===== src/gated_sine_duty_modulator_defines.svh =====
// Assertion macros shared by the modulator's modules.
// Each check is sampled on the rising edge of clk and is held off while rst_n is low.
`ifndef GATED_SINE_DUTY_MODULATOR_DEFINES_SVH
`define GATED_SINE_DUTY_MODULATOR_DEFINES_SVH

`ifndef SYNTHESIS

`define GSDM_ASSERT_IMPL(lbl, ante, cons) \
  lbl: assert property (@(posedge clk) disable iff (!rst_n) (ante) |-> (cons)) \
    else $error("same-cycle check failed");

`define GSDM_ASSERT_NEXT(lbl, ante, cons) \
  lbl: assert property (@(posedge clk) disable iff (!rst_n) (ante) |=> (cons)) \
    else $error("next-cycle check failed");

`else

`define GSDM_ASSERT_IMPL(lbl, ante, cons)

`define GSDM_ASSERT_NEXT(lbl, ante, cons)

`endif

`endif


===== src/gsdm_pkg.sv =====
package gsdm_pkg;

  localparam int TableEntries = 256;
  localparam int DutyBits     = 10;
  localparam int IdxBits      = $clog2(TableEntries);
  localparam int PhaseBits    = 32;
  localparam int PhaseIdxLsb  = 16;
  localparam int SampleBits   = 16;
  localparam int MagBits      = SampleBits + 1;
  localparam int SumBits      = 48;
  localparam int CountBits    = 32;
  localparam int ThreshBits   = 16;
  localparam int ProdBits     = MagBits + CountBits;
  localparam int CfgDataBits  = 32;
  localparam int CfgIndexBits = 2;
  localparam int PwmMaxInt    = (1 << DutyBits) - 1;

  localparam logic [DutyBits-1:0]   PwmMax         = DutyBits'(PwmMaxInt);
  localparam logic [PhaseBits-1:0]  PhaseStepReset = 32'd838860;
  localparam logic [ThreshBits-1:0] ThreshReset    = 16'd30;
  localparam logic [DutyBits-1:0]   DutyLowReset   = DutyBits'((PwmMaxInt * 10) / 100);
  localparam logic [DutyBits-1:0]   DutyHighReset  = DutyBits'((PwmMaxInt * 90) / 100);

  localparam logic [CfgIndexBits-1:0] CfgPhaseStep = 2'd0;
  localparam logic [CfgIndexBits-1:0] CfgThreshold = 2'd1;
  localparam logic [CfgIndexBits-1:0] CfgDutyLow   = 2'd2;
  localparam logic [CfgIndexBits-1:0] CfgDutyHigh  = 2'd3;

  localparam logic MODE_TICK   = 1'b0;
  localparam logic KIND_DUTY   = 1'b0;
  localparam logic KIND_STATUS = 1'b1;

  typedef enum logic [2:0] {
    S_IDLE,
    S_TICK_ADV,
    S_TICK_ROM,
    S_TICK_MUL,
    S_TICK_FIN,
    S_SMP_ACC,
    S_SMP_MUL,
    S_SMP_FIN
  } ctrl_state_t;

  typedef struct packed {
    logic capture;
    logic phase_adv;
    logic rom_rd;
    logic mul_tick;
    logic mul_blk;
    logic acc;
    logic fin_tick;
    logic fin_blk;
  } dp_cmd_t;

  typedef struct packed {
    logic blk_end;
    logic out_free;
  } dp_sts_t;

  typedef logic [TableEntries-1:0][DutyBits-1:0] rom_t;

  // Sine table, built at elaboration from a fixed-point Taylor series in Q30.
  localparam logic [63:0] QOne      = 64'd1073741824;
  localparam logic [63:0] HalfPiQ30 = 64'd1686629713;
  localparam logic [7:0][7:0] TaylorDiv = {8'd210, 8'd156, 8'd110, 8'd72,
                                           8'd42, 8'd20, 8'd6, 8'd1};

  function automatic logic [63:0] quarter_sine(input logic [63:0] a);
    logic [63:0] x;
    logic [63:0] term;
    logic [63:0] sum;
    x = (HalfPiQ30 * a) / TableEntries;
    term = x;
    sum = x;
    for (int k = 1; k <= 7; k++) begin
      term = (term * x) >> 30;
      term = (term * x) >> 30;
      term = term / 64'(TaylorDiv[k[2:0]]);
      if (k[0]) begin
        sum = (sum > term) ? sum - term : 64'd0;
      end else begin
        sum = sum + term;
      end
    end
    return (sum > QOne) ? QOne : sum;
  endfunction

  function automatic rom_t build_rom();
    rom_t        rom;
    logic [63:0] n;
    logic [63:0] a;
    logic [63:0] s;
    logic [63:0] num;
    logic [63:0] v;
    logic        neg;
    n = 64'(TableEntries);
    for (int i = 0; i < TableEntries; i++) begin
      a = 64'(4 * i);
      neg = 1'b0;
      if (a >= 2 * n) begin
        neg = 1'b1;
        a = a - 2 * n;
      end
      if (a > n) begin
        a = 2 * n - a;
      end
      s = quarter_sine(a);
      num = neg ? (QOne - s) : (QOne + s);
      v = (num * 64'(PwmMaxInt) + QOne) >> 31;
      if (v > 64'(PwmMaxInt)) begin
        v = 64'(PwmMaxInt);
      end
      rom[i] = v[DutyBits-1:0];
    end
    return rom;
  endfunction

  localparam rom_t SineRom = build_rom();

endpackage


===== src/gsdm_in_if.sv =====
interface gsdm_in_if;
  logic                                  valid;
  logic                                  ready;
  logic                                  mode;
  logic signed [gsdm_pkg::SampleBits-1:0] pcm_sample;
  logic                                  block_end;

  modport source (output valid, output mode, output pcm_sample, output block_end,
                  input ready);
  modport sink (input valid, input mode, input pcm_sample, input block_end,
                output ready);
endinterface


===== src/gsdm_out_if.sv =====
interface gsdm_out_if;
  logic                          valid;
  logic                          ready;
  logic                          result_kind;
  logic [gsdm_pkg::DutyBits-1:0] duty;
  logic                          audio_active;

  modport source (output valid, output result_kind, output duty, output audio_active,
                  input ready);
  modport sink (input valid, input result_kind, input duty, input audio_active,
                output ready);
endinterface


===== src/gated_sine_duty_modulator.sv =====
// Channel  Direction  Payload                             Handshake
// in_ch    sink       mode, pcm_sample, block_end         valid / ready
// out_ch   source     result_kind, duty, audio_active     valid / ready
// cfg_*    sink       cfg_index, cfg_data                 cfg_wr_en, no back-pressure
//
// A tick passes through acceptance, phase add, table read, multiply, and divide and clamp,
// and its duty word is loaded in the divide and clamp step.
// A sample is accepted and accumulated; on a block end it goes on to a step forming
// (threshold + 1) times count for the mean test, then a step that loads the status word.
// in_ch.ready is high only while idle; a finishing step waits while out_ch holds a word.
// Synchronous reset clears the phase, flag and block sums and restores register defaults.
module gated_sine_duty_modulator (
  input  logic                                clk,
  input  logic                                rst_n,
  gsdm_in_if.sink                             in_ch,
  gsdm_out_if.source                          out_ch,
  input  logic                                cfg_wr_en,
  input  logic [gsdm_pkg::CfgIndexBits-1:0]   cfg_index,
  input  logic [gsdm_pkg::CfgDataBits-1:0]    cfg_data
);

  gsdm_pkg::dp_cmd_t cmd;
  gsdm_pkg::dp_sts_t sts;
  logic              in_ready;

  assign in_ch.ready = in_ready;

  gsdm_ctrl u_ctrl (
    .clk      (clk),
    .rst_n    (rst_n),
    .in_valid (in_ch.valid),
    .in_mode  (in_ch.mode),
    .in_ready (in_ready),
    .sts_i    (sts),
    .cmd_o    (cmd)
  );

  gsdm_dp u_dp (
    .clk              (clk),
    .rst_n            (rst_n),
    .cfg_wr_en        (cfg_wr_en),
    .cfg_index        (cfg_index),
    .cfg_data         (cfg_data),
    .in_pcm_sample    (in_ch.pcm_sample),
    .in_block_end     (in_ch.block_end),
    .cmd_i            (cmd),
    .sts_o            (sts),
    .out_valid        (out_ch.valid),
    .out_ready        (out_ch.ready),
    .out_result_kind  (out_ch.result_kind),
    .out_duty         (out_ch.duty),
    .out_audio_active (out_ch.audio_active)
  );

endmodule


===== src/gsdm_ctrl.sv =====
`include "gated_sine_duty_modulator_defines.svh"

module gsdm_ctrl (
  input  logic              clk,
  input  logic              rst_n,
  input  logic              in_valid,
  input  logic              in_mode,
  output logic              in_ready,
  input  gsdm_pkg::dp_sts_t sts_i,
  output gsdm_pkg::dp_cmd_t cmd_o
);

  gsdm_pkg::ctrl_state_t state_r;
  gsdm_pkg::ctrl_state_t state_nxt;

  always_ff @(posedge clk) begin
    if (!rst_n) begin
      state_r <= gsdm_pkg::S_IDLE;
    end else begin
      state_r <= state_nxt;
    end
  end

  always_comb begin
    state_nxt = state_r;
    case (state_r)
      gsdm_pkg::S_IDLE: begin
        if (in_valid) begin
          state_nxt = (in_mode == gsdm_pkg::MODE_TICK) ? gsdm_pkg::S_TICK_ADV
                                                       : gsdm_pkg::S_SMP_ACC;
        end
      end
      gsdm_pkg::S_TICK_ADV: state_nxt = gsdm_pkg::S_TICK_ROM;
      gsdm_pkg::S_TICK_ROM: state_nxt = gsdm_pkg::S_TICK_MUL;
      gsdm_pkg::S_TICK_MUL: state_nxt = gsdm_pkg::S_TICK_FIN;
      gsdm_pkg::S_TICK_FIN: begin
        if (sts_i.out_free) begin
          state_nxt = gsdm_pkg::S_IDLE;
        end
      end
      gsdm_pkg::S_SMP_ACC: begin
        state_nxt = sts_i.blk_end ? gsdm_pkg::S_SMP_MUL : gsdm_pkg::S_IDLE;
      end
      gsdm_pkg::S_SMP_MUL: state_nxt = gsdm_pkg::S_SMP_FIN;
      gsdm_pkg::S_SMP_FIN: begin
        if (sts_i.out_free) begin
          state_nxt = gsdm_pkg::S_IDLE;
        end
      end
      default: state_nxt = gsdm_pkg::S_IDLE;
    endcase
  end

  always_comb begin
    cmd_o    = '0;
    in_ready = 1'b0;
    case (state_r)
      gsdm_pkg::S_IDLE: begin
        in_ready      = 1'b1;
        cmd_o.capture = in_valid;
      end
      gsdm_pkg::S_TICK_ADV: cmd_o.phase_adv = 1'b1;
      gsdm_pkg::S_TICK_ROM: cmd_o.rom_rd    = 1'b1;
      gsdm_pkg::S_TICK_MUL: cmd_o.mul_tick  = 1'b1;
      gsdm_pkg::S_TICK_FIN: cmd_o.fin_tick  = sts_i.out_free;
      gsdm_pkg::S_SMP_ACC:  cmd_o.acc       = 1'b1;
      gsdm_pkg::S_SMP_MUL:  cmd_o.mul_blk   = 1'b1;
      gsdm_pkg::S_SMP_FIN:  cmd_o.fin_blk   = sts_i.out_free;
      default: cmd_o = '0;
    endcase
  end

  `GSDM_ASSERT_IMPL(a_fin_needs_slot, cmd_o.fin_tick || cmd_o.fin_blk, sts_i.out_free)
  `GSDM_ASSERT_NEXT(a_tick_dispatch, state_r == gsdm_pkg::S_IDLE && in_valid && !in_mode, state_r == gsdm_pkg::S_TICK_ADV)
  `GSDM_ASSERT_NEXT(a_sample_no_result, state_r == gsdm_pkg::S_SMP_ACC && !sts_i.blk_end, state_r == gsdm_pkg::S_IDLE)

endmodule


===== src/gsdm_dp.sv =====
`include "gated_sine_duty_modulator_defines.svh"

module gsdm_dp (
  input  logic                                    clk,
  input  logic                                    rst_n,
  input  logic                                    cfg_wr_en,
  input  logic [gsdm_pkg::CfgIndexBits-1:0]       cfg_index,
  input  logic [gsdm_pkg::CfgDataBits-1:0]        cfg_data,
  input  logic signed [gsdm_pkg::SampleBits-1:0]  in_pcm_sample,
  input  logic                                    in_block_end,
  input  gsdm_pkg::dp_cmd_t                       cmd_i,
  output gsdm_pkg::dp_sts_t                       sts_o,
  output logic                                    out_valid,
  input  logic                                    out_ready,
  output logic                                    out_result_kind,
  output logic [gsdm_pkg::DutyBits-1:0]           out_duty,
  output logic                                    out_audio_active
);

  localparam int DB = gsdm_pkg::DutyBits;

  logic [gsdm_pkg::PhaseBits-1:0]  phase_step_r;
  logic [gsdm_pkg::ThreshBits-1:0] thresh_r;
  logic [DB-1:0]                   duty_low_r;
  logic [DB-1:0]                   duty_high_r;

  logic [gsdm_pkg::PhaseBits-1:0]  phase_r;
  logic                            flag_r;
  logic [gsdm_pkg::SumBits-1:0]    sum_r;
  logic [gsdm_pkg::CountBits-1:0]  count_r;

  logic signed [gsdm_pkg::SampleBits-1:0] sample_r;
  logic                                   blk_end_r;
  logic [DB-1:0]                          rom_q_r;
  logic [gsdm_pkg::ProdBits-1:0]          prod_r;
  logic [gsdm_pkg::ProdBits-1:0]          prod_nxt;

  logic          out_valid_r;
  logic          out_kind_r;
  logic [DB-1:0] out_duty_r;
  logic          out_active_r;

  logic [gsdm_pkg::MagBits-1:0]   sample_ext;
  logic [gsdm_pkg::MagBits-1:0]   mag;
  logic [DB-1:0]                  span;
  logic [gsdm_pkg::MagBits-1:0]   mul_a;
  logic [gsdm_pkg::CountBits-1:0] mul_b;
  logic [2*DB-1:0]                scaled;
  logic [DB-1:0]                  quo_lo;
  logic [DB:0]                    rem;
  logic [DB-1:0]                  quo;
  logic [DB:0]                    duty_act;
  logic [DB:0]                    duty_idle;
  logic [DB:0]                    duty_raw;
  logic [DB-1:0]                  duty_nxt;
  logic                           active_nxt;

  always_ff @(posedge clk) begin
    if (!rst_n) begin
      phase_step_r <= gsdm_pkg::PhaseStepReset;
      thresh_r     <= gsdm_pkg::ThreshReset;
      duty_low_r   <= gsdm_pkg::DutyLowReset;
      duty_high_r  <= gsdm_pkg::DutyHighReset;
    end else if (cfg_wr_en) begin
      case (cfg_index)
        gsdm_pkg::CfgPhaseStep: phase_step_r <= cfg_data[gsdm_pkg::PhaseBits-1:0];
        gsdm_pkg::CfgThreshold: thresh_r     <= cfg_data[gsdm_pkg::ThreshBits-1:0];
        gsdm_pkg::CfgDutyLow:   duty_low_r   <= cfg_data[DB-1:0];
        gsdm_pkg::CfgDutyHigh:  duty_high_r  <= cfg_data[DB-1:0];
        default: ;
      endcase
    end
  end

  assign sample_ext = {sample_r[gsdm_pkg::SampleBits-1], sample_r};
  assign mag = sample_r[gsdm_pkg::SampleBits-1] ? (~sample_ext + 1'b1) : sample_ext;
  assign span = (duty_high_r >= duty_low_r) ? (duty_high_r - duty_low_r) : '0;

  // One multiplier serves both the duty scaling and the block mean test.
  assign mul_a = cmd_i.mul_blk ? ({1'b0, thresh_r} + 1'b1)
                               : gsdm_pkg::MagBits'(rom_q_r);
  assign mul_b = cmd_i.mul_blk ? count_r : gsdm_pkg::CountBits'(span);
  assign prod_nxt = gsdm_pkg::ProdBits'(mul_a) * gsdm_pkg::ProdBits'(mul_b);

  // Division by 2^DB - 1: the quotient estimate from a shift is at most one short.
  assign scaled = prod_r[2*DB-1:0];
  assign quo_lo = scaled[2*DB-1:DB];
  assign rem    = {1'b0, scaled[DB-1:0]} + {1'b0, quo_lo};
  assign quo    = (rem >= {1'b0, gsdm_pkg::PwmMax}) ? (quo_lo + 1'b1) : quo_lo;

  assign duty_act  = {1'b0, duty_low_r} + {1'b0, quo};
  assign duty_idle = ({1'b0, duty_low_r} + {1'b0, duty_high_r}) >> 1;
  assign duty_raw  = flag_r ? duty_act : duty_idle;

  always_comb begin
    if (duty_raw < {1'b0, duty_low_r}) begin
      duty_nxt = duty_low_r;
    end else if (duty_raw > {1'b0, duty_high_r}) begin
      duty_nxt = duty_high_r;
    end else begin
      duty_nxt = duty_raw[DB-1:0];
    end
  end

  // The truncated mean exceeds the threshold exactly when sum >= (threshold + 1) * count.
  assign active_nxt = (count_r != '0) && ({1'b0, sum_r} >= prod_r);

  always_ff @(posedge clk) begin
    if (cmd_i.capture) begin
      sample_r  <= in_pcm_sample;
      blk_end_r <= in_block_end;
    end
    if (cmd_i.rom_rd) begin
      rom_q_r <= gsdm_pkg::SineRom[phase_r[gsdm_pkg::PhaseIdxLsb +: gsdm_pkg::IdxBits]];
    end
    if (cmd_i.mul_tick || cmd_i.mul_blk) begin
      prod_r <= prod_nxt;
    end
    if (cmd_i.fin_tick) begin
      out_kind_r   <= gsdm_pkg::KIND_DUTY;
      out_duty_r   <= duty_nxt;
      out_active_r <= flag_r;
    end else if (cmd_i.fin_blk) begin
      out_kind_r   <= gsdm_pkg::KIND_STATUS;
      out_duty_r   <= '0;
      out_active_r <= active_nxt;
    end
  end

  always_ff @(posedge clk) begin
    if (!rst_n) begin
      phase_r     <= '0;
      flag_r      <= 1'b0;
      sum_r       <= '0;
      count_r     <= '0;
      out_valid_r <= 1'b0;
    end else begin
      if (cmd_i.phase_adv) begin
        phase_r <= phase_r + phase_step_r;
      end
      if (cmd_i.acc && (count_r != '1)) begin
        sum_r   <= sum_r + gsdm_pkg::SumBits'(mag);
        count_r <= count_r + 1'b1;
      end else if (cmd_i.fin_blk) begin
        sum_r   <= '0;
        count_r <= '0;
      end
      if (cmd_i.fin_blk) begin
        flag_r <= active_nxt;
      end
      if (cmd_i.fin_tick || cmd_i.fin_blk) begin
        out_valid_r <= 1'b1;
      end else if (out_ready) begin
        out_valid_r <= 1'b0;
      end
    end
  end

  assign sts_o.blk_end  = blk_end_r;
  assign sts_o.out_free = !out_valid_r || out_ready;

  assign out_valid        = out_valid_r;
  assign out_result_kind  = out_kind_r;
  assign out_duty         = out_duty_r;
  assign out_audio_active = out_active_r;

  `GSDM_ASSERT_IMPL(a_empty_block_sum, count_r == '0, sum_r == '0)
  `GSDM_ASSERT_IMPL(a_status_duty_zero, out_valid_r && out_kind_r, out_duty_r == '0)

endmodule

===== src/flat_wrapper.sv =====
// flat-port wrapper written by rule: the top's interface ports become plain ports
module gated_sine_duty_modulator_flat 
  (clk, rst_n, cfg_wr_en, cfg_index, cfg_data, in_ch_valid, in_ch_mode, in_ch_pcm_sample, in_ch_block_end, in_ch_ready, out_ch_valid, out_ch_result_kind, out_ch_duty, out_ch_audio_active, out_ch_ready);
  gsdm_in_if in_ch_i ();
  gsdm_out_if out_ch_i ();
  input  logic clk;
  input  logic rst_n;
  input  logic cfg_wr_en;
  input  logic [gsdm_pkg::CfgIndexBits-1:0] cfg_index;
  input  logic [gsdm_pkg::CfgDataBits-1:0] cfg_data;
  input wire logic [$bits(in_ch_i.valid)-1:0] in_ch_valid;
  input wire logic [$bits(in_ch_i.mode)-1:0] in_ch_mode;
  input wire logic [$bits(in_ch_i.pcm_sample)-1:0] in_ch_pcm_sample;
  input wire logic [$bits(in_ch_i.block_end)-1:0] in_ch_block_end;
  output wire logic [$bits(in_ch_i.ready)-1:0] in_ch_ready;
  output wire logic [$bits(out_ch_i.valid)-1:0] out_ch_valid;
  output wire logic [$bits(out_ch_i.result_kind)-1:0] out_ch_result_kind;
  output wire logic [$bits(out_ch_i.duty)-1:0] out_ch_duty;
  output wire logic [$bits(out_ch_i.audio_active)-1:0] out_ch_audio_active;
  input wire logic [$bits(out_ch_i.ready)-1:0] out_ch_ready;
  assign in_ch_i.valid = in_ch_valid;
  assign in_ch_i.mode = in_ch_mode;
  assign in_ch_i.pcm_sample = in_ch_pcm_sample;
  assign in_ch_i.block_end = in_ch_block_end;
  assign in_ch_ready = in_ch_i.ready;
  assign out_ch_valid = out_ch_i.valid;
  assign out_ch_result_kind = out_ch_i.result_kind;
  assign out_ch_duty = out_ch_i.duty;
  assign out_ch_audio_active = out_ch_i.audio_active;
  assign out_ch_i.ready = out_ch_ready;
  gated_sine_duty_modulator u_core (.clk(clk), .rst_n(rst_n), .in_ch(in_ch_i), .out_ch(out_ch_i), .cfg_wr_en(cfg_wr_en), .cfg_index(cfg_index), .cfg_data(cfg_data));
endmodule

===== config.mk =====
export PLATFORM = sky130hd
export DESIGN_NAME = gated_sine_duty_modulator_flat
export DESIGN_NICKNAME = d
export VERILOG_FILES = /design/src/gsdm_pkg.sv /design/src/gsdm_in_if.sv /design/src/gsdm_out_if.sv /design/src/gated_sine_duty_modulator.sv /design/src/gsdm_ctrl.sv /design/src/gsdm_dp.sv /design/src/flat_wrapper.sv
export VERILOG_INCLUDE_DIRS = /design/src /design/src/src
export SDC_FILE = /design/constraint.sdc
export NUM_CORES = 2
export LEC_CHECK = 0
export BUFFER_PORTS_ARGS = -buffer_cell sky130_fd_sc_hd__buf_4
export CORE_ASPECT_RATIO = 0.5
export CORE_MARGIN = 2
export CORE_UTILIZATION = 41
export DETAILED_ROUTE_END_ITERATION = 6
export SLEW_MARGIN = 0
export SYNTH_ARGS = -nofsm -noshare
export SYNTH_HDL_FRONTEND = slang
export SYNTH_SLANG_ARGS = --single-unit

===== constraint.sdc =====
create_clock -name clk -period 8.3 [get_ports clk]
set_clock_uncertainty 0.1 [all_clocks]
set_input_delay 1.66 -clock clk [delete_from_list [all_inputs] [get_ports clk]]
set_output_delay 1.66 -clock clk [all_outputs]
set_load 0.01 [all_outputs]

==> results by group <==
Floorplan
  • Starting density of the core: 0.4171
  • Vert. Die Dim: 214.2 microns
  • Die ar.: 0.09086 sq mm
  • Chip Width: 424.3 microns
  • Row cnt: 76
  • Core area: 0.08682 sq mm
  • # IOs: 71

Finish
  • Nets: 5276
  • Design Area, Final: 0.04005 sq mm
  • Finished Core Util: 0.4613
  • Signed area change from the synthesized netlist to the final layout: 10.59%
  • Most common cell after layout, fill and taps aside: inv_1
  • Most frequent cells in the layout: inv_1 (646), nand2_1 (638), fa_1 (450)
  • Share of post-route cells with drive strength above 1: 0.09186

Synthesis
  • Synth Register Bits: 257
  • Post-Syn Instances: 4446
  • Synth cell types: 100
  • Syn_nets: 5247
  • Post-synth EDFFs: 87
  • Synth Cell Area: 0.03621 sq mm
  • Sequential area share after synthesis: 0.1661
  • FFs w/ async S/R, synth: 0
  • Synth warnings: 0
  • Mean Syn Cell Area: 8.145 sq um
  • Prevailing post-synth register cell: dfxtp_1

Drt
  • Drt via density: 5.645
  • DR vias: 31990
  • DRT Wirelength: 113900 microns
  • Drt pass-1 iters: 6
  • Post-DRT Antenna Nets: 0
  • DRC Markers: 0
  • Wire per inst: 20.10 microns
  • Detailed router's first-iteration violation count: 3116

Place
  • Post-DP Area: 0.03859 sq mm
  • Buffers on Ports: 62
  • Place WS: -0.1339 ns
  • DP HPWL: 89680 microns
  • GP Congestion: 0.9719

Clock tree
  • Clock Latency Late Sink: 0.59 ns
  • Max clock buf depth: 3
  • Max H-tree Level: 1
  • Clk slew on worst S/H paths: 0.06 ns
  • CTS root buf: clkbuf_16
  • CTS Buf Count: 28
  • CTS tree: done
  • CTS Sinks: 257

Power and ir drop
  • Int Power: 3.652 mW
  • P_leak: 17.93 nW
  • Power, Total: 6.095 mW
  • Sw frac: 0.4009
  • Clock power frac: 0.235
  • Logic pwr share: 0.519
  • Seq pwr share: 0.246
  • PD cells: 152.2 mW/mm^2
  • Net switching power: 2.443 mW
  • VDD IR max: 0.3600 mV

Worst setup path
  • Arr. time, crit path: 8.32 ns
  • Max FO, Critical Path: 9
  • CP peak stage delay: 0.54 ns
  • Crit end category: flip-flop
  • Slowest CP cell: fa_1
  • WS Path Type: reg -> reg
  • Worst path required time: 8.61 ns
  • Cell mode on critical path: fa_1
  • Critical Path Source Type: flip-flop

STA
  • Period utilization: 0.9650
  • Worst-margin pin slew: 1.201 ns
  • Max Freq: 0.1249 GHz
  • Min Tclk post-route: 8.009 ns
  • Min Hold Slack: 0.3557 ns
  • Setup Viol. Count Final: 0
  • Max transition margin: 0.1931
  • Final WS setup: 0.2908 ns
  • Slew Limit Fails: 0
  • Hold Vio Cnt, Final: 0

Global routing
  • Global-route wire length before repair: 179000 microns
  • GR Overflow Total: 0
  • Largest net degree at the start of global routing: 78
  • Total GRT Usage: 0.2483
  • Initial antenna violation count: 4
  • Vias in the first global route: 31240

Run status
  • Run status: finished, final reports clean

Run
  • Max Cap Viol: 0

Hold path
  • Min-Delay Path Class: reg -> reg
==> synth_stat cells, types with 9 or more instances <==
| library cell | instances | area share |
|---|---|---|
| inv_1 | 648 | 0.067 |
| nand2_1 | 639 | 0.066 |
| fa_1 | 455 | 0.25 |
| ha_1 | 289 | 0.10 |
| a21oi_1 | 284 | 0.039 |
| nor2_1 | 278 | 0.029 |
| clkbuf_1 | 215 | 0.022 |
| nand3_1 | 185 | 0.026 |
| o21ai_0 | 172 | 0.024 |
| dfxtp_1 | 170 | 0.094 |
| and3_1 | 110 | 0.019 |
| xnor2_1 | 91 | 0.022 |
| edfxtp_1 | 87 | 0.072 |
| a21o_1 | 70 | 0.015 |
| nor3_1 | 62 | 0.0086 |
| xor2_1 | 51 | 0.012 |
| nand4_1 | 42 | 0.0073 |
| nand2b_1 | 41 | 0.0071 |
| a211oi_1 | 33 | 0.0068 |
| and2_1 | 33 | 0.0057 |
| o211ai_1 | 33 | 0.0068 |
| o31ai_1 | 30 | 0.0062 |
| a31oi_1 | 27 | 0.0047 |
| o21a_1 | 25 | 0.0052 |
| nor2b_1 | 23 | 0.0040 |
| buf_1 | 22 | 0.0023 |
| or3_1 | 21 | 0.0036 |
| mux2i_1 | 19 | 0.0053 |
| nor4_1 | 19 | 0.0033 |
| o2111ai_1 | 18 | 0.0044 |
| o311ai_0 | 13 | 0.0031 |
| buf_2 | 12 | 0.0017 |
| o22ai_1 | 12 | 0.0021 |
| or2_2 | 12 | 0.0021 |
| a211o_1 | 11 | 0.0027 |
| a22oi_1 | 11 | 0.0023 |
| nand3b_1 | 11 | 0.0023 |
| o41ai_1 | 10 | 0.0024 |
| a2111oi_0 | 9 | 0.0022 |
==> critical path, delay by kind of cell, from the launching register on <==
kind                     cells  cell delay [ns]
adder cells (fa/ha/maj)      9             3.99
AO/OA/AOI/OAI               12             2.50
buffers and inverters        5             0.59
AND/OR/NAND/NOR              3             0.32
flip-flops                   1             0.31
==> power groups by stage <==
stage                     Combinational (mW)  Clock, mW  Sequential [mW]
final                                   3.16       1.43             1.50
after global routing                    3.54       1.51             1.51
after CTS                               2.98       1.46             1.50
after detailed placement                2.93          0             1.53
after global placement                  2.90          0             1.53
after floorplan                         2.05          0             1.51
==> layer usage <==
layer / part of all wire / routed length [microns] / vias to the layer above / GRT usage
li1: - / - / 14820 / -
met1: 0.47 / 53620 / 15750 / 0.3741
met2: 0.41 / 46790 / 1299 / 0.3581
met3: 0.10 / 11360 / 122 / 0.06071
met4: 0.019 / 2137 / 4 / 0.04887
met5: 0.00024 / 27 / - / 0
==> final timing paths <==
kind | start | end | slack [ns] | depth (start not counted)
worst min register to register | u_core.u_dp.phase_r[14] | u_core.u_dp.phase_r[14] | 0.36 | 2
worst max register to register | u_core.u_dp.duty_high_r[0] | u_core.u_dp.prod_r[46] | 0.29 | 29
worst max-delay path | u_core.u_dp.duty_high_r[0] | u_core.u_dp.prod_r[46] | 0.29 | 29
worst min-delay path | u_core.u_dp.phase_r[14] | u_core.u_dp.phase_r[14] | 0.36 | 2
==> kinds of logic after synthesis <==
group,Yosys count,synth area share
AO/OA/AOI/OAI,856,0.1514
multiplexers,28,0.009294
adder cells (fa/ha/maj),745,0.3517
buffers and inverters,904,0.09505
AND/OR/NAND/NOR,1513,0.1920
XOR/XNOR,142,0.03434
flip-flops,257,0.1661
other,1,0.0001036
==> through the flow <==
stage | TNS, ns | instances
after floorplan | 0 | 4446
after global placement | -0.3332 | 5606
after detailed placement | -0.5093 | 5606
after CTS | 0 | 5658
after global routing | -0.1104 | 5666
final | 0 | 5667
==> area by class of cell <==
type / instances / area, sq um
inverter: 650 / 2441
sequential: 257 / 6020
clock buffer: 36 / 772.0
timing repair buffer: 253 / 1944
multi-input combinational: 3285 / 27150
antenna: 1 / 2.502
fill: 8526 / 46770
clock inverter: 15 / 257.7
tap: 1170 / 1464
==> sequential cells by signal, indices dropped and copies added (netlist names) <==
name / flops
u_core.u_dp.duty_low_r: 10
u_core.u_dp.out_duty: 10
u_core.u_dp.phase_step_r: 24
u_core.u_dp.sample_r: 16
u_core.u_dp.flag_r: 1
u_core.u_dp.thresh_r: 16
u_core.u_dp.prod_r: 49
u_core.u_dp.out_result_kind: 1
u_core.u_dp.blk_end_r: 1
u_core.u_dp.sum_r: 48
u_core.u_dp.out_valid: 1
u_core.u_dp.rom_q_r: 10
u_core.u_dp.duty_high_r: 10
u_core.u_dp.count_r: 32
u_core.u_dp.out_audio_active: 1
u_core.u_ctrl.state_r: 3
u_core.u_dp.phase_r: 24
==> repair_timing <==
| action | CTS | global route |
|---|---|---|
| buffers inserted | 1 | 8 |
| cloned | 0 | 0 |
| endpoints found under the setup margin | 8 | 25 |
| resized for setup | 4 | 69 |
| pin swaps | 1 | 21 |
| hold buffers | 0 | 0 |
No activity file was read; power rests on OpenSTA's default activity.
